`config.mk`:
```
export PLATFORM = sky130hd
export DESIGN_NAME = tcp_reno_congestion_window_flat
export DESIGN_NICKNAME = d
export VERILOG_FILES = /design/src/sv/tcprc_pkg.sv /design/src/sv/tcprc_ack_if.sv /design/src/sv/tcprc_res_if.sv /design/src/sv/tcp_reno_congestion_window.sv /design/src/sv/tcprc_cfg.sv /design/src/sv/tcprc_engine.sv /design/src/flat_wrapper.sv
export VERILOG_INCLUDE_DIRS = /design/src /design/src/sv
export SDC_FILE = /design/constraint.sdc
export NUM_CORES = 1
export LEC_CHECK = 0
export BUFFER_PORTS_ARGS = -buffer_cell sky130_fd_sc_hd__buf_2
export CAP_MARGIN = 10
export CORE_UTILIZATION = 50
export CTS_BUF_LIST = sky130_fd_sc_hd__clkbuf_8
export DETAILED_ROUTE_END_ITERATION = 8
export PLACE_DENSITY = 0.71
export SLEW_MARGIN = 10
export SYNTH_ARGS = -nofsm -noshare
export SYNTH_HDL_FRONTEND = slang
export SYNTH_SLANG_ARGS = --single-unit
```
`constraint.sdc`:
```
create_clock -name clk_i -period 15.4 [get_ports clk_i]
set_clock_uncertainty 0.05 [all_clocks]
set_input_delay 0.77 -clock clk_i [delete_from_list [all_inputs] [get_ports clk_i]]
set_output_delay 0.77 -clock clk_i [all_outputs]
set_load 0.05 [all_outputs]
```
`src/sv/tcp_reno_congestion_window_defines.svh`:
```
// ----------------------------------------------------------------------------
// tcp reno congestion window assertion macros
// shared property wrappers clocked on clk_i and disabled in reset
// ----------------------------------------------------------------------------
`ifndef TCP_RENO_CONGESTION_WINDOW_DEFINES_SVH
`define TCP_RENO_CONGESTION_WINDOW_DEFINES_SVH

// plain property check
`define TCPRC_ASSERT(label, prop, msg) \
  label: assert property (@(posedge clk_i) disable iff (!rst_ni) (prop)) else $error(msg);

// same-cycle implication
`define TCPRC_ASSERT_IMPLIES(label, pre, post, msg) \
  `TCPRC_ASSERT(label, (pre) |-> (post), msg)

// next-cycle implication
`define TCPRC_ASSERT_NEXT(label, pre, post, msg) \
  `TCPRC_ASSERT(label, (pre) |=> (post), msg)

`endif

```
`src/sv/tcprc_pkg.sv`:
```
`timescale 1ns / 1ps
// ----------------------------------------------------------------------------
// tcprc_pkg
// types, constants and helpers for the reno congestion window block
// ----------------------------------------------------------------------------
package tcprc_pkg;

  localparam int unsigned AckW    = 32;
  localparam int unsigned WinW    = 16;
  localparam int unsigned DupW    = 4;
  localparam int unsigned CfgIdxW = 2;
  localparam int unsigned CfgDataW = 16;

  localparam logic [DupW-1:0] DupCountMax   = 4'd15;
  localparam logic [DupW-1:0] DupLimitReset = 4'd3;
  localparam logic [WinW-1:0] HalveFloor    = 16'd2;
  localparam logic [WinW-1:0] RecoveryBonus = 16'd3;
  localparam logic [WinW-1:0] InitWindow    = 16'd1;
  localparam logic [WinW-1:0] InitThreshold = 16'd64;
  localparam logic [WinW-1:0] MaxWindowReset = 16'hFFFF;

  typedef enum logic [CfgIdxW-1:0] {
    RegDupAckLimit = 2'd0,
    RegMaxWindow   = 2'd1
  } cfg_reg_e;

  typedef enum logic [1:0] {
    PhaseSlowStart = 2'd0,
    PhaseAvoid     = 2'd1,
    PhaseRecovery  = 2'd2
  } phase_e;

  typedef struct packed {
    logic [DupW-1:0] dup_limit;
    logic [WinW-1:0] window_cap;
  } cfg_t;

  typedef struct packed {
    logic            retransmit;
    logic [WinW-1:0] window;
    logic [WinW-1:0] threshold;
    phase_e          phase;
  } res_t;

  function automatic logic [WinW-1:0] clamp_window(logic [WinW:0] w, logic [WinW-1:0] cap);
    logic [WinW-1:0] r;
    r = (w > {1'b0, cap}) ? cap : w[WinW-1:0];
    return r;
  endfunction

endpackage

```
`src/sv/tcprc_ack_if.sv`:
```
`timescale 1ns / 1ps
// ----------------------------------------------------------------------------
// tcprc_ack_if
// acknowledgment channel, one acknowledgment number per item
// ----------------------------------------------------------------------------
interface tcprc_ack_if;
  logic        valid;
  logic        ready;
  logic [31:0] ack_number;

  modport source (output valid, output ack_number, input ready);
  modport sink (input valid, input ack_number, output ready);
endinterface

```
`src/sv/tcprc_res_if.sv`:
```
`timescale 1ns / 1ps
// ----------------------------------------------------------------------------
// tcprc_res_if
// result channel, window state after each acknowledgment
// ----------------------------------------------------------------------------
interface tcprc_res_if;
  logic        valid;
  logic        ready;
  logic        retransmit;
  logic [15:0] window;
  logic [15:0] threshold;
  logic [1:0]  phase;

  modport source (output valid, output retransmit, output window, output threshold,
                  output phase, input ready);
  modport sink (input valid, input retransmit, input window, input threshold,
                input phase, output ready);
endinterface

```
`src/sv/tcp_reno_congestion_window.sv`:
```
`timescale 1ns / 1ps
// ----------------------------------------------------------------------------
// tcp_reno_congestion_window
// reno congestion window tracker, one acknowledgment number per item
// ----------------------------------------------------------------------------
// usage:
//   ack_i carries received acknowledgment numbers; res_o returns one item per
//   acknowledgment with the retransmit flag, window, threshold and phase
//   after that acknowledgment, in order
//   cfg_we_i/cfg_idx_i/cfg_wdata_i write the duplicate limit (index 0) and
//   the window ceiling (index 1) while no item is in flight
//   an accepted item lands in the input register and is updated in one pass
//   through the engine into the result register: the result becomes valid
//   when the item moves from the input register into the result register,
//   and that move waits while a held result blocks the output
//   throughput is one item per cycle while res_o.ready stays high, since the state is updated in one pass per item
//   reset empties both registers and loads window 1, threshold 64, last ack 0
//   and the register defaults (limit 3, ceiling 65535)
//   when res_o.ready is low the result holds; one more item is taken into
//   the input register, then ack_i.ready drops until the result leaves
// ----------------------------------------------------------------------------
module tcp_reno_congestion_window
  import tcprc_pkg::*;
(
  input  logic                clk_i,
  input  logic                rst_ni,
  tcprc_ack_if.sink           ack_i,
  tcprc_res_if.source         res_o,
  input  logic                cfg_we_i,
  input  logic [CfgIdxW-1:0]  cfg_idx_i,
  input  logic [CfgDataW-1:0] cfg_wdata_i
);

  cfg_t            cfg;
  res_t            eng_res;
  res_t            res_q;
  logic [AckW-1:0] ack_q;
  logic            in_valid_q;
  logic            out_valid_q;
  logic            advance;
  logic            step;
  logic            in_fire;

  assign advance     = !out_valid_q || res_o.ready;
  assign step        = in_valid_q && advance;
  assign ack_i.ready = !in_valid_q || advance;
  assign in_fire     = ack_i.valid && ack_i.ready;

  tcprc_cfg u_cfg (
    .clk_i       (clk_i),
    .rst_ni      (rst_ni),
    .cfg_we_i    (cfg_we_i),
    .cfg_idx_i   (cfg_idx_i),
    .cfg_wdata_i (cfg_wdata_i),
    .cfg_o       (cfg)
  );

  tcprc_engine u_engine (
    .clk_i  (clk_i),
    .rst_ni (rst_ni),
    .step_i (step),
    .ack_i  (ack_q),
    .cfg_i  (cfg),
    .res_o  (eng_res)
  );

  always_ff @(posedge clk_i or negedge rst_ni) begin
    if (!rst_ni) begin
      in_valid_q  <= 1'b0;
      out_valid_q <= 1'b0;
    end else begin
      if (in_fire) begin
        in_valid_q <= 1'b1;
      end else if (advance) begin
        in_valid_q <= 1'b0;
      end
      if (advance) begin
        out_valid_q <= in_valid_q;
      end
    end
  end

  always_ff @(posedge clk_i) begin
    if (in_fire) begin
      ack_q <= ack_i.ack_number;
    end
    if (step) begin
      res_q <= eng_res;
    end
  end

  assign res_o.valid      = out_valid_q;
  assign res_o.retransmit = res_q.retransmit;
  assign res_o.window     = res_q.window;
  assign res_o.threshold  = res_q.threshold;
  assign res_o.phase      = res_q.phase;

endmodule

```
`src/sv/tcprc_cfg.sv`:
```
`timescale 1ns / 1ps
// ----------------------------------------------------------------------------
// tcprc_cfg
// configuration registers, stored as effective limit and window ceiling
// ----------------------------------------------------------------------------
module tcprc_cfg
  import tcprc_pkg::*;
(
  input  logic                clk_i,
  input  logic                rst_ni,
  input  logic                cfg_we_i,
  input  logic [CfgIdxW-1:0]  cfg_idx_i,
  input  logic [CfgDataW-1:0] cfg_wdata_i,
  output cfg_t                cfg_o
);

  logic [DupW-1:0] limit_q, limit_d;
  logic [WinW-1:0] cap_q, cap_d;

  always_comb begin
    limit_d = limit_q;
    cap_d   = cap_q;
    if (cfg_we_i) begin
      unique case (cfg_idx_i)
        RegDupAckLimit: begin
          // zero limit acts as one
          limit_d = (cfg_wdata_i[DupW-1:0] == '0) ? DupW'(1) : cfg_wdata_i[DupW-1:0];
        end
        RegMaxWindow: begin
          // ceiling floors at two
          cap_d = (cfg_wdata_i[WinW-1:0] < HalveFloor) ? HalveFloor : cfg_wdata_i[WinW-1:0];
        end
        default: begin
        end
      endcase
    end
  end

  always_ff @(posedge clk_i or negedge rst_ni) begin
    if (!rst_ni) begin
      limit_q <= DupLimitReset;
      cap_q   <= MaxWindowReset;
    end else begin
      limit_q <= limit_d;
      cap_q   <= cap_d;
    end
  end

  assign cfg_o.dup_limit  = limit_q;
  assign cfg_o.window_cap = cap_q;

endmodule

```
`src/sv/tcprc_engine.sv`:
```
`timescale 1ns / 1ps
`include "tcp_reno_congestion_window_defines.svh"
// ----------------------------------------------------------------------------
// tcprc_engine
// reno state registers and the single-pass update for one acknowledgment
// ----------------------------------------------------------------------------
module tcprc_engine
  import tcprc_pkg::*;
(
  input  logic            clk_i,
  input  logic            rst_ni,
  input  logic            step_i,
  input  logic [AckW-1:0] ack_i,
  input  cfg_t            cfg_i,
  output res_t            res_o
);

  logic [AckW-1:0] last_ack_q, last_ack_d;
  logic [DupW-1:0] dup_q, dup_d;
  logic [WinW-1:0] window_q, window_d;
  logic [WinW-1:0] threshold_q, threshold_d;
  logic [WinW-1:0] avoid_q, avoid_d;

  logic            is_dup;
  logic            retx;
  logic [DupW-1:0] dup_inc;
  logic [WinW-1:0] half;
  logic [WinW-1:0] new_thr;
  logic [WinW:0]   win_inc;
  logic [WinW:0]   avoid_inc;

  assign is_dup    = (ack_i == last_ack_q);
  assign dup_inc   = dup_q + DupW'(1);
  assign half      = {1'b0, window_q[WinW-1:1]};
  assign new_thr   = (half < HalveFloor) ? HalveFloor : half;
  assign win_inc   = {1'b0, window_q} + (WinW+1)'(1);
  assign avoid_inc = {1'b0, avoid_q} + (WinW+1)'(1);

  always_comb begin
    dup_d       = dup_q;
    window_d    = window_q;
    threshold_d = threshold_q;
    avoid_d     = avoid_q;
    retx        = 1'b0;
    if (is_dup) begin
      if (dup_q != DupCountMax) begin
        dup_d = dup_inc;
        if (dup_inc == cfg_i.dup_limit) begin
          // fast retransmit, enter recovery
          threshold_d = new_thr;
          window_d    = clamp_window({1'b0, new_thr + RecoveryBonus}, cfg_i.window_cap);
          avoid_d     = '0;
          retx        = 1'b1;
        end
      end
    end else begin
      priority if (dup_q >= cfg_i.dup_limit) begin
        window_d = clamp_window({1'b0, threshold_q}, cfg_i.window_cap);
        avoid_d  = '0;
      end else if (window_q < threshold_q) begin
        window_d = clamp_window(win_inc, cfg_i.window_cap);
        avoid_d  = '0;
      end else begin
        // one segment per full window of acks
        if (avoid_inc >= {1'b0, window_q}) begin
          avoid_d  = '0;
          window_d = clamp_window(win_inc, cfg_i.window_cap);
        end else begin
          avoid_d = avoid_inc[WinW-1:0];
        end
      end
      dup_d = '0;
    end
    last_ack_d = ack_i;
  end

  always_comb begin
    res_o.retransmit = retx;
    res_o.window     = window_d;
    res_o.threshold  = threshold_d;
    priority if (dup_d >= cfg_i.dup_limit) begin
      res_o.phase = PhaseRecovery;
    end else if (window_d < threshold_d) begin
      res_o.phase = PhaseSlowStart;
    end else begin
      res_o.phase = PhaseAvoid;
    end
  end

  always_ff @(posedge clk_i or negedge rst_ni) begin
    if (!rst_ni) begin
      last_ack_q  <= '0;
      dup_q       <= '0;
      window_q    <= InitWindow;
      threshold_q <= InitThreshold;
      avoid_q     <= '0;
    end else if (step_i) begin
      last_ack_q  <= last_ack_d;
      dup_q       <= dup_d;
      window_q    <= window_d;
      threshold_q <= threshold_d;
      avoid_q     <= avoid_d;
    end
  end

  `TCPRC_ASSERT(a_window_nonzero, window_q != '0, "congestion window reached zero")
  `TCPRC_ASSERT(a_threshold_floor, threshold_q >= HalveFloor, "threshold below floor")
  `TCPRC_ASSERT_IMPLIES(a_retx_recovery, step_i && res_o.retransmit, res_o.phase == PhaseRecovery, "retransmit outside recovery")
  `TCPRC_ASSERT_NEXT(a_dup_saturates, step_i && is_dup && dup_q == DupCountMax, dup_q == DupCountMax, "duplicate count wrapped")
  `TCPRC_ASSERT_NEXT(a_new_ack_clears, step_i && !is_dup, dup_q == '0 && last_ack_q == $past(ack_i), "new ack did not reset duplicates")

endmodule
```
`src/flat_wrapper.sv`:
```
// flat-port wrapper written by rule: the top's interface ports become plain ports
module tcp_reno_congestion_window_flat import tcprc_pkg::*;
  (clk_i, rst_ni, cfg_we_i, cfg_idx_i, cfg_wdata_i, ack_i_valid, ack_i_ack_number, ack_i_ready, res_o_valid, res_o_retransmit, res_o_window, res_o_threshold, res_o_phase, res_o_ready);
  tcprc_ack_if ack_i_i ();
  tcprc_res_if res_o_i ();
  input  logic clk_i;
  input  logic rst_ni;
  input  logic cfg_we_i;
  input  logic [CfgIdxW-1:0] cfg_idx_i;
  input  logic [CfgDataW-1:0] cfg_wdata_i;
  input wire logic [$bits(ack_i_i.valid)-1:0] ack_i_valid;
  input wire logic [$bits(ack_i_i.ack_number)-1:0] ack_i_ack_number;
  output wire logic [$bits(ack_i_i.ready)-1:0] ack_i_ready;
  output wire logic [$bits(res_o_i.valid)-1:0] res_o_valid;
  output wire logic [$bits(res_o_i.retransmit)-1:0] res_o_retransmit;
  output wire logic [$bits(res_o_i.window)-1:0] res_o_window;
  output wire logic [$bits(res_o_i.threshold)-1:0] res_o_threshold;
  output wire logic [$bits(res_o_i.phase)-1:0] res_o_phase;
  input wire logic [$bits(res_o_i.ready)-1:0] res_o_ready;
  assign ack_i_i.valid = ack_i_valid;
  assign ack_i_i.ack_number = ack_i_ack_number;
  assign ack_i_ready = ack_i_i.ready;
  assign res_o_valid = res_o_i.valid;
  assign res_o_retransmit = res_o_i.retransmit;
  assign res_o_window = res_o_i.window;
  assign res_o_threshold = res_o_i.threshold;
  assign res_o_phase = res_o_i.phase;
  assign res_o_i.ready = res_o_ready;
  tcp_reno_congestion_window u_core (.clk_i(clk_i), .rst_ni(rst_ni), .ack_i(ack_i_i), .res_o(res_o_i), .cfg_we_i(cfg_we_i), .cfg_idx_i(cfg_idx_i), .cfg_wdata_i(cfg_wdata_i));
endmodule
```
# Yosys cells after proc, flatten, opt, wreduce, memory -nomap -nowiden
# Index checks and enable logic that the tools add are counted.
# totals
register_bits,173
input_bits,55
out_inout_bits,37
# op_classes
n_addsub,4
n_lt_le_gt_ge,10
eq_ne,6
n_mux,27
reduce_logical,13
# ops
operator,n
16-bit two-way mux,19
"16-bit by 1-bit adder with 17-bit output, second input constant",2
32-bit == test,1
16-bit greater-than comparator,2
16-bit less-than comparator,2
17-bit by 16-bit greater-or-equal comparator with 1-bit output,1
17-bit by 16-bit greater-than comparator with 1-bit output,1
"15-bit by 2-bit adder with 16-bit output, second input constant",1
"16-bit by 2-bit less-than comparator with 1-bit output, second input constant",1
"15-bit by 2-bit less-than comparator with 1-bit output, second input constant",1
15-bit two-way mux,1
4-bit two-way mux,3
4-bit greater-or-equal comparator,2
2-bit AND reduction,3
"4-bit by 1-bit adder with 4-bit output, second input constant",1
4-bit == test,1
4-bit zero test,1
1-bit two-way mux,4
"2-bit by 1-bit inequality test with 1-bit output, second input constant",2
"4-bit inequality test, second input constant",1
3-bit AND reduction,1
"2-bit by 1-bit == test with 1-bit output, second input constant",1
1-bit logical AND,2
1-bit zero test,2
other kinds (3),4

# Depth between registers and ports, before layout
# Gate-level depths: netlist of run 1.
# depth
ltp_word,10
ltp_mapped,29
depth_no_buf,27

# Hierarchy
# Synthesis of run 1 repeated with hierarchy kept, for this count alone.
# unflattened
cells_unflattened,1136
area_unflattened_um2,11253.3
# by_module_without_submodules
module,instances,cells_each,area_each_um2,seq_area_each_um2
tcprc_engine,1,1007,8276.7,2104.5
tcp_reno_congestion_window,1,75,2115.8,2062.0
tcprc_cfg,1,54,860.8,523.0

# Worst setup path before layout of run 1
# OpenSTA, ideal clock, no wires.
# synth_timing
path_kind,reg-to-reg
from,register u_core.u_engine.window_q[10]
to,"register u_core.res_q (netlist bit u_core.res_o.phase[0]), data pin"
setup_ps,259
t_arrival_ps,5167
t_required_ps,15091
setup_slack_ps,9925
stages_incl_launch_ff,25
path_buffers,2
period_less_slack_ps,5475
path_cell_list,dfrtp_1 -> clkbuf_1 -> nor4_1 -> nand4_1 -> and2_1 -> ha_1 -> nand2b_1 -> or3_1 -> xnor2_1 -> ha_1 -> nand4_1 -> a21oi_1 -> o31a_1 -> o41ai_4 -> buf_2 -> mux2i_1 -> nor2_1 -> a21oi_1 -> o21ai_1 -> ha_1 -> a2111oi_0 -> nand2b_1 -> a2111o_1 -> o21ba_1 -> o21ai_1
# synth_rtl
item,line,text
from (decl),tcprc_engine.sv:20,"logic [WinW-1:0] window_q, window_d;"
from (signal assigned),tcprc_engine.sv:94,window_q <= InitWindow;
from (signal assigned),tcprc_engine.sv:100,window_q <= window_d;
to (signal assigned),tcp_reno_congestion_window.sv:88,res_q <= eng_res;
to (decl),tcp_reno_congestion_window.sv:36,res_t res_q;

==> results of run 1 <==
## registers in the layout, summed over array words and instances (netlist names), 4 cells and up
name	count
u_core.ack_q	32
u_core.u_engine.avoid_q	16
u_core.res_o.window	16
u_core.u_engine.dup_q	4
u_core.u_cfg.limit_q	4
u_core.u_cfg.cap_q	16
u_core.u_engine.window_q	16
u_core.u_engine.threshold_q	16
u_core.res_o.threshold	16
u_core.u_engine.last_ack_q	32
## area by class of cell
class	instances	area share [%]
inverter	78	2.41
clock inverter	15	1.78
timing repair buffer	103	4.44
tap	280	2.84
sequential	173	38.0
clock buffer	17	1.89
multi-input combinational	863	48.7
## metrics by stage
stage	setup WS, ns	utilization (%)	hold slack, ns	instance area (µm²)
6_report	9.14	56.4	0.144	12400
5_1_grt	8.79	56.4	0.177	12400
4_1_cts	9.27	56.4	0.147	12400
3_5_place_dp	9.33	54.3	0.429	11900
3_3_place_gp	9.51	54.3	0.422	11900
2_1_floorplan	9.92	-	0.407	11200
## how the worst min path moves through the flow
| stage | depth (start not counted) | to | slack, ns | start |
|---|---|---|---|---|
| after floorplan | 1 | u_core.res_o.valid | 0.41 | u_core.in_valid_q |
| after global placement | 2 | u_core.u_engine.last_ack_q[0] | 0.42 | u_core.ack_q[0] |
| after detailed placement | 2 | u_core.u_engine.last_ack_q[28] | 0.43 | u_core.ack_q[28] |
| after CTS | 1 | u_core.u_engine.window_q[7] | 0.15 | rst_ni |
| after global routing | 1 | u_core.u_engine.window_q[7] | 0.18 | rst_ni |
| final | 1 | u_core.u_engine.window_q[7] | 0.14 | rst_ni |
## power by group through the flow
stage / combinational, mW / clock, mW / sequential, mW
finish: 1.03 / 0.352 / 0.673
global route: 1.13 / 0.374 / 0.684
CTS: 1.01 / 0.359 / 0.672
detailed placement: 1.01 / 0 / 0.681
global placement: 0.996 / 0 / 0.678
floorplan: 0.702 / 0 / 0.715
## placed cells by master, fill, tap and decap left out, drive strengths merged, types with 33 or more instances in the layout
cell    count
nand2     164
ha        106
buf       103
dfrtp      86
nor2       86
inv        81
xnor2      72
o21ai      70
edfxtp     67
a21oi      45
a21o       33
## Yosys cell counts, drive strengths merged, types with 23 or more instances
cell type	instances
mux2	27
xnor2	72
nand2	164
nand4	28
ha	106
nor2	86
dfrtp	86
mux2i	23
inv	72
a21oi	45
nand3	23
o21ai	70
buf	23
a21o	33
edfxtp	67
clkbuf	24
## critical path: cells and delay by family, from the launching register on
| kind | cells | cell delay (ns) |
|---|---|---|
| xor+xnor | 1 | 0.13 |
| simple gates | 7 | 1.58 |
| compound gates | 10 | 2.73 |
| flops | 1 | 0.67 |
| fa+ha+maj | 3 | 0.85 |
## per-layer routing
layer | GRT usage [%] | vias to the layer above | share of wire [%]
li1 | - | 4304 | -
met1 | 34.4 | 4295 | 42
met2 | 43.4 | 353 | 47
met3 | 4.36 | 90 | 6.3
met4 | 12.7 | 0 | 4.6
met5 | 0 | - | 0
## cell families (layout without fill, tap and decap cells)
| family | after synthesis | in the layout | share of synthesized area (%) |
|---|---|---|---|
| AND/OR/NAND/NOR | 376 | 376 | 15.5 |
| AO/OA/AOI/OAI | 252 | 252 | 15.3 |
| flip-flops | 173 | 173 | 41.8 |
| buffers and inverters | 125 | 213 | 4.67 |
| adder cells (fa/ha/maj) | 106 | 106 | 11.8 |
| XOR/XNOR | 79 | 79 | 6.16 |
| multiplexers | 50 | 50 | 4.79 |
==> results.md, run 1 <==
* Status: finished clean
* Register area at 4690 µm²
* Post-synth EDFFs at between 60 and 70
* Slowest CP cell: a31oi_1
* Hpwl dp at between 20000 and 25000 µm
* Top post-synthesis cells by area: dfrtp_1, edfxtp_1, ha_1, xnor2_1, nand2_1
* Post-DR vias/cell at 5.91
* Final ANT Viol Nets at 0
* Insertion delay to the later sink of the worst-skew pair at around 0.50 ns
* Critical R2R Launch: u_core.u_engine.window_q[0]
* Pwr dens at around 170 nW/µm²
* GP Congestion at roughly 1.1
* Setup-failing EPs final at 0
* Non-Filler Instances at 1529
* Synth Register Bits at between 150 and 200
* Peak VDD IR at a little under 0.08 mV
* Syn_area_per_cell at about 9.7 µm²
* Clock sinks at ~170
* Crit path from: u_core.u_engine.window_q[0]
* Max Cap Viol at 0
* Multi-input logic area at around 6000 µm²
* Cell taking the most area after synthesis: dfrtp_1
* CTS root buf: clkbuf_8
* Worst path cell trace: ha_1 > nand3_1 > nor3_1 > nand3_1 > nor3_1 > xnor2_1 > ha_1 > nand2_1 > nor2_1 > o22ai_1 > a31oi_1 > o21ai_1 > a221oi_1 > a21oi_1 > o21ai_1 > ha_1 > a2111oi_0 > nand2b_1 > a2111o_1 > o21ba_1 > o21ai_1
* Dominant synthesized flop cell: dfrtp_1
* HP Class: primary input to asynchronous set/reset pin
* Core outline area at between 20000 and 25000 µm²
* Post-synthesis sequential area ratio at 41.8%
* CP endpoint: u_core.res_o.phase[0]
* GR Util All Layers at between 20% and 30%
* Max incr delay on CP at 0.69 ns
* 1st-pass router iterations at 6
* RSZ-0062 raised after global routing: false
* Grt ovf at 0
* Synth unique cells at 75
* Comb pwr share at about half
* Die Footprint at roughly 23000 µm²
* Fillers at just under 2000
* CTS clk-pin slew, worst paths at ~0.13 ns
* Switching share of power at 46.6%
* Final net count at approximately 1400
* Global-route wire length before repair at ~48000 µm
* Power after layout at 2.06 mW
* Relative slew slack at 32.5%
* CTS tree: built
* Number of CTS-inserted buffers at 17
* Fin crit period at roughly 6.3 ns
* Fin. max-slew vios at 0
* Placed Cells at roughly 1500
* Critical path launch point type: flop
* Post-CTS Setup Inserts at 0
* F_max at 160 MHz
* N_diodes at 0
* Post-synthesis cell area at approximately 11000 µm²
* Vias in the first global route at ~9000
* CP max FO at 11
* IO Count at roughly 90
* Layout area overhead at 10.0%
* Vias at 9042
* Critical path class: flop to flop
* Antenna violations before repair at 0
* DRC at 0
* CP Capture Type: flop
* Worst r2r path cells at 21
* Slew @ Worst Pin at 1.01 ns
* Rows at 54
* Req. time, crit path at 15.60 ns
* H-tree depth at 4
* Number of port buffers at slightly above 90
* YS warnings at 0
* Syn_nets at approximately 1300
* Worst path arrival time at roughly 6.5 ns
* Switch Pwr at approximately 0.96 mW
* Int Pwr at 1.10 mW
* Clk buf depth at 2
* Capture point of the worst reg-to-reg path: u_core.res_o.phase[0]
* Share of cells above drive strength 1 at ~16%
* Reg2reg setup slack at roughly 9 ns
* P_leak at 5.56 nW
* Setup TNS at 0 ns
* Drt total wl at ~30000 µm
* Hold_buf cts at 0
* Sequential share of power at between 30% and 40%
* WL/cell at a little under 20 µm
* Syn Inst Count at between 1000 and 1500
* Clock network power share at between 10% and 20%
* Ys async rst share at 61.3%
* Hold Vio Cnt, Final at 0
* Post-cts sizing count at 0
* Initial Util at between 50% and 60%
* Synth top area share at about a fifth
* Die X at approximately 150 µm
* Chip height at ~150 µm
* Period utilisation layout at between 40% and 50%
* Largest net degree at the start of global routing at 75
* Number of DRC markers in iteration 0 at roughly 790
(Power assumes the default switching activity.)
==> inputs of run 2 (changes only) <==
--- a/config.mk
+++ b/config.mk
@@ -6,6 +6,7 @@
 export SDC_FILE = /design/constraint.sdc
 export NUM_CORES = 1
 export LEC_CHECK = 0
+export ABC_AREA = 1
 export BUFFER_PORTS_ARGS = -buffer_cell sky130_fd_sc_hd__buf_2
 export CAP_MARGIN = 10
 export CORE_UTILIZATION = 50
==> constraint.sdc (replaced) <==
create_clock -name clk_i -period 6.35 [get_ports clk_i]
set_clock_uncertainty 0.05 [all_clocks]
set_input_delay 0.3175 -clock clk_i [delete_from_list [all_inputs] [get_ports clk_i]]
set_output_delay 0.3175 -clock clk_i [all_outputs]
set_load 0.05 [all_outputs]
==> results.md, run 2 <==
* Relative slew slack at 26.3%
* CTS tree: built
* Global-route wire length before repair at 49500 µm
* N_diodes at 0
* Insertion delay to the later sink of the worst-skew pair at roughly 0.48 ns
* Clock sinks at ~170
* Max incr delay on CP at 0.48 ns
* CTS clk-pin slew, worst paths at 0.10 ns
* CTS root buf: clkbuf_8
* Layout area overhead at 13.0%
* Worst Setup Slack, final at between 0.6 and 0.7 ns
* Hpwl dp at between 20000 and 25000 µm
* IO Count at 92
* YS warnings at 0
* Clock network power share at between 10% and 20%
* Number of DRC markers in iteration 0 at roughly 550
* HP Class: primary input to flop
* Top post-synthesis cells by area: dfrtp_1, edfxtp_1, ha_1, nand2_1, inv_1
* WL/cell at approximately 18 µm
* Cell taking the most area after synthesis: dfrtp_1
* Slew @ Worst Pin at 1.10 ns
* Die Footprint at about 23000 µm²
* Dominant synthesized flop cell: dfrtp_1
* Initial Util at 51.1%
* Syn Inst Count at ~1400
* Final net count at approximately 1600
* Biggest regs: u_core.ack_q x32, u_core.u_engine.last_ack_q x32
* Switching share of power at approximately 48%
* Setup-failing EPs final at 0
* Post-synthesis sequential area ratio at roughly two fifths
* Syn_area_per_cell at about 8 µm²
* Leading cell type in the layout, fill and taps excluded: nand2_1
* Grt ovf at 0
* CP max FO at 9
* Sequential share of power at about a third
* Antenna violations before repair at 0
* Critical path's most frequent cell: inv_1
* Comb pwr share at slightly below 50%
* Max Cap Viol at 0
* Most frequent cell after synthesis: nand2_1
* Setup TNS at 0 ns
* 1st-pass router iterations at 5
* Status: finished clean
* Critical path launch point type: flop
* Critical path class: flop to flop
* Peak VDD IR at around 0.17 mV
* Multi-input logic area at between 5000 and 6000 µm²
* Pwr dens at 375 nW/µm²
* GR Util All Layers at approximately 29%
* Commonest cells after routing, fill and taps aside: nand2_1, inv_1, o21ai_0, ha_1, nor2_1
* Post-synthesis cell area at 11200 µm²
* Dpl ws at roughly 0.36 ns
* Number of port buffers at 91
* Worst r2r path cells at 33
* Post-synth EDFFs at 67
* Final ANT Viol Nets at 0
* Switch Pwr at 2.26 mW
* Share of cells above drive strength 1 at between 10% and 20%
* Int Pwr at about 2.5 mW
* DRC at 0
* Largest net degree at the start of global routing at 55
* Register area at between 4000 and 5000 µm²
* Rows at 54
* Synth unique cells at 47
* Core outline area at between 20000 and 25000 µm²
* Drt total wl at 31300 µm
* Number of CTS-inserted buffers at 17
* Fillers at around 2000
* CP Capture Type: flop
* Period utilisation layout at about 90%
* P_leak at between 5 and 6 nW
* Min-Delay Path Depth at 3
* F_max at 175 MHz
* Req. time, crit path at around 6.5 ns
* Vias at 9606
* Slowest CP cell: dfrtp_1
* Ys async rst share at roughly three fifths
* Synth top area share at just under 20%
* Post-DR vias/cell at 5.43
* Worst path arrival time at 5.88 ns
* Fin crit period at 5.71 ns
* GP Congestion at slightly above 0.9
* H-tree depth at 4
* Fin. max-slew vios at 0
* Chip height at about 150 µm
* Clk buf depth at 2
* Die X at 152 µm
* Synth Register Bits at ~170
* Hold Vio Cnt, Final at 0
* Syn_nets at approximately 1500
* Post-synth top cells: nand2_1, inv_1, o21ai_0
* RSZ-0062 raised after global routing: false
* Vias in the first global route at 9215
-- run 2: changes by cell type after synthesis, moves of 12 or more --
cell,delta
a211oi_1,-12
a21o_1,-31
a21oi_1,+30
a22o_1,-12
inv_1,+98
mux2_2,-21
mux2i_1,-23
nand2_1,+158
nand3_1,+23
o21ai_0,+73
o22ai_1,+12
xnor2_1,-67
xor2_1,+39
-- run 2: metal layers --
metal / track usage (%) / wire length [µm]
met3: 4.19 / 1480
met4: 12.8 / 1250
met5: 0 / 0
met1: 36.1 / 13400
met2: 49.0 / 15200
-- run 2: what timing repair did --
action                                  CTS  global route
hold endpoints to repair                 67             0
hold buffers                             33             0
resized for setup                         0             5
endpoints found under the setup margin    0             1
setup buffers                             0             4
-- run 2: critical path: cells and delay by family, from the launching register on --
kind	cells	cell delay [ns]
buffers and inverters	7	0.75
and+or+nand+nor	16	2.21
DFF	1	0.48
AOI/OAI and AO/OA	6	0.97
xor gates and xnor gates	1	0.20
adders and majority gates	3	0.80
-- run 2: power groups by stage --
stage	sequential [mW]	combinational (mW)	clock [mW]
3_5_place_dp	1.66	2.25	0
3_3_place_gp	1.66	2.22	0
2_1_floorplan	1.74	1.52	0
4_1_cts	1.64	2.28	0.782
6_report	1.65	2.32	0.774
5_1_grt	1.67	2.59	0.827
-- run 2: through the flow --
| stage | total power [mW] | instances | util (%) | area [µm²] | hold slack, ns |
|---|---|---|---|---|---|
| global route | 5.09 | 1769 | 57.8 | 12600 | 0.0265 |
| floorplan | 3.27 | 1360 | - | 11200 | -0.0281 |
| finish | 4.75 | 1769 | 57.8 | 12600 | 0.0392 |
| CTS | 4.70 | 1765 | 57.6 | 12600 | 0.0155 |
| detailed placement | 3.92 | 1700 | 54.3 | 11900 | 0.382 |
| global placement | 3.88 | 1700 | 54.3 | 11900 | 0.387 |
-- run 2: path summary, 6_finish.rpt --
path | from | end | slack [ns]
worst min register to register | u_core.ack_q[11] | u_core.u_engine.last_ack_q[11] | 0.44
worst max-delay path | u_core.u_engine.window_q[10] | u_core.res_o.phase[0] | 0.64
min in group asynchronous | rst_ni | u_core.u_engine.threshold_q[13] | 0.40
worst min-delay path | cfg_wdata_i[8] | u_core.u_cfg.cap_q[8] | 0.04
worst max register to register | u_core.u_engine.window_q[10] | u_core.res_o.phase[0] | 0.64
max in group asynchronous | rst_ni | u_core.u_engine.threshold_q[0] | 4.70
-- run 2: final cells by class --
class	instances	area share, %
clock buffer	17	1.85
multi-input combinational	967	44.8
inverter	179	5.35
tap	280	2.77
timing repair buffer	138	7.06
sequential	173	37.1
clock inverter	15	1.13
-- run 2: logic make-up after synthesis --
group | synth area share, %
and+or+nand+nor | 20.3
adders and majority gates | 11.8
xor gates and xnor gates | 3.99
AOI/OAI and AO/OA | 14.2
buffers and inverters | 7.77
DFF | 41.9
==> inputs of run 3 (changes only) <==
--- a/config.mk
+++ b/config.mk
@@ -7,7 +7,7 @@
 export NUM_CORES = 1
 export LEC_CHECK = 0
 export ABC_AREA = 1
-export BUFFER_PORTS_ARGS = -buffer_cell sky130_fd_sc_hd__buf_2
+export BUFFER_PORTS_ARGS = -buffer_cell sky130_fd_sc_hd__buf_4
 export CAP_MARGIN = 10
 export CORE_UTILIZATION = 50
 export CTS_BUF_LIST = sky130_fd_sc_hd__clkbuf_8
==> constraint.sdc (replaced) <==
create_clock -name clk_i -period 6.35 [get_ports clk_i]
set_clock_uncertainty 0.05 [all_clocks]
set_input_delay 0.9525 -clock clk_i [delete_from_list [all_inputs] [get_ports clk_i]]
set_output_delay 0.9525 -clock clk_i [all_outputs]
set_load 0.05 [all_outputs]
==> results.md, run 3 (synthesized netlist as in run 2, its figures left out) <==
* WL/cell at about 18 µm
* P_leak at between 5 and 6 nW
* HP Class: flop to flop
* Core outline area at around 22000 µm²
* CP Capture Type: flop
* Hold Vio Cnt, Final at 0
* Critical path's most frequent cell: inv_1
* F_max at approximately 170 MHz
* Largest net degree at the start of global routing at between 90 and 100
* Critical path launch point type: flop
* Rows at 54
* Sequential share of power at ~34%
* Register area at between 4000 and 5000 µm²
* Fillers at ~2000
* Drt total wl at a little over 30000 µm
* Antenna violations before repair at 0
* Comb pwr share at between 40% and 50%
* Chip height at between 150 and 200 µm
* Max incr delay on CP at 0.49 ns
* DRC at 0
* Final ANT Viol Nets at 0
* Int Pwr at 2.53 mW
* Slew @ Worst Pin at between 1 and 1.5 ns
* Clk buf depth at 2
* Number of port buffers at 91
* Biggest regs: u_core.ack_q x32, u_core.u_engine.last_ack_q x32
* Hold_buf cts at 0
* Critical path class: flop to flop
* Hpwl dp at roughly 23000 µm
* CTS clk-pin slew, worst paths at 0.11 ns
* Leading cell type in the layout, fill and taps excluded: nand2_1
* Worst path arrival time at approximately 6 ns
* RSZ-0062 raised after global routing: false
* Multi-input logic area at between 5000 and 6000 µm²
* Setup TNS at 0 ns
* Post-DR vias/cell at between 5 and 6
* Status: finished clean
* Number of CTS-inserted buffers at 17
* Layout area overhead at 12.1%
* Initial Util at about 51%
* IO Count at 92
* Die X at approximately 150 µm
* GP Congestion at slightly above 1
* Relative slew slack at between 20% and 30%
* Fin. max-slew vios at 0
* Final net count at 1600
* Max Cap Viol at 0
* Insertion delay to the later sink of the worst-skew pair at approximately 0.48 ns
* Period utilisation layout at 93.8%
* Setup-failing EPs final at 0
* 1st-pass router iterations at 5
* Fin crit period at between 5 and 6 ns
* Final Util at a little under three fifths
* N_diodes at 0
* H-tree depth at 4
* GR Util All Layers at between 20 and 30%
* Clock sinks at 173
* CTS root buf: clkbuf_8
* Pwr dens at 384 nW/µm²
* CTS tree: built
* CP max FO at 8
* Number of DRC markers in iteration 0 at between 500 and 600
* Global-route wire length before repair at between 40000 and 50000 µm
* Commonest cells after routing, fill and taps aside: nand2_1, inv_1, o21ai_0, ha_1, buf_4
* Die Footprint at 23000 µm²
* Slowest CP cell: dfrtp_1
* Share of cells above drive strength 1 at about 14%
* Grt ovf at 0
* Peak VDD IR at approximately 0.24 mV
* Req. time, crit path at between 6 and 7 ns
* Vias in the first global route at 9170
* Switch Pwr at 2.29 mW
* Switching share of power at between 40 and 50%
* Clock network power share at approximately 17%
* Vias at around 9600
run 3: cell types whose count changed in the layout (fill, tap and decap cells not counted), sizes merged:
cell,before,now
dlygate4sd3,33,0
buf,105,101
run 3: area by class of cell:
| class | instances | share of cell area [%] |
|---|---|---|
| multi-input cells | 967 | 45.0 |
| flip-flops and latches | 173 | 37.4 |
| well taps | 280 | 2.79 |
| clock buffers | 17 | 1.86 |
| clock inverters | 15 | 1.44 |
| repair buffers | 101 | 6.14 |
| inverters | 179 | 5.39 |
run 3: metrics by stage:
| step | setup WS [ns] | power, mW | cells | hold WS, ns | cell area [µm²] |
|---|---|---|---|---|---|
| after CTS | 0.456 | 4.79 | 1730 | 0.455 | 12500 |
| after global routing | 0.0256 | 5.18 | 1732 | 0.467 | 12500 |
| after global placement | 0.673 | 3.93 | 1698 | 0.423 | 12100 |
| final | 0.393 | 4.82 | 1732 | 0.450 | 12500 |
| after floorplan | 1.35 | 3.27 | 1360 | 0.410 | 11200 |
| after detailed placement | 0.490 | 3.96 | 1698 | 0.429 | 12100 |
run 3: worst paths after layout:
kind,startpoint,to,slack [ns],cells after the start
max,u_core.u_engine.window_q[8],u_core.res_o.phase[0],0.39,32
min,u_core.ack_q[25],u_core.u_engine.last_ack_q[25],0.45,2
max reg2reg,u_core.u_engine.window_q[8],u_core.res_o.phase[0],0.39,32
min reg2reg,u_core.ack_q[25],u_core.u_engine.last_ack_q[25],0.45,2
max in group asynchronous,rst_ni,u_core.u_engine.last_ack_q[21],4.60,2
min in group asynchronous,rst_ni,u_core.u_cfg.limit_q[2],0.47,1
run 3: metal layers:
layer	wire, µm	GRT usage [%]	share of wire (%)
met3	1830	5.06	5.9
met2	15000	47.8	48
met5	0	0	0
met1	12900	35.5	42
met4	1350	13.7	4.4
run 3: timing repair:
item | 4_1_cts | 5_1_grt
setup buffers | 0 | 2
endpoints found under the setup margin | 0 | 1
gates resized for setup | 0 | 1
run 3: power by group through the flow:
stage / Combinational (mW) / Clock (mW) / Sequential (mW)
finish: 2.36 / 0.814 / 1.65
global route: 2.64 / 0.871 / 1.68
CTS: 2.31 / 0.833 / 1.65
detailed placement: 2.30 / 0 / 1.67
global placement: 2.27 / 0 / 1.66
floorplan: 1.52 / 0 / 1.74
run 3: worst max-delay path: cells and delay by family (launching register included):
family          cells  cell delay [ns]
simple gates       15             2.27
compound gates      6             0.99
fa+ha+maj           3             0.85
buf+inv             7             0.80
flops               1             0.49
xor+xnor            1             0.25
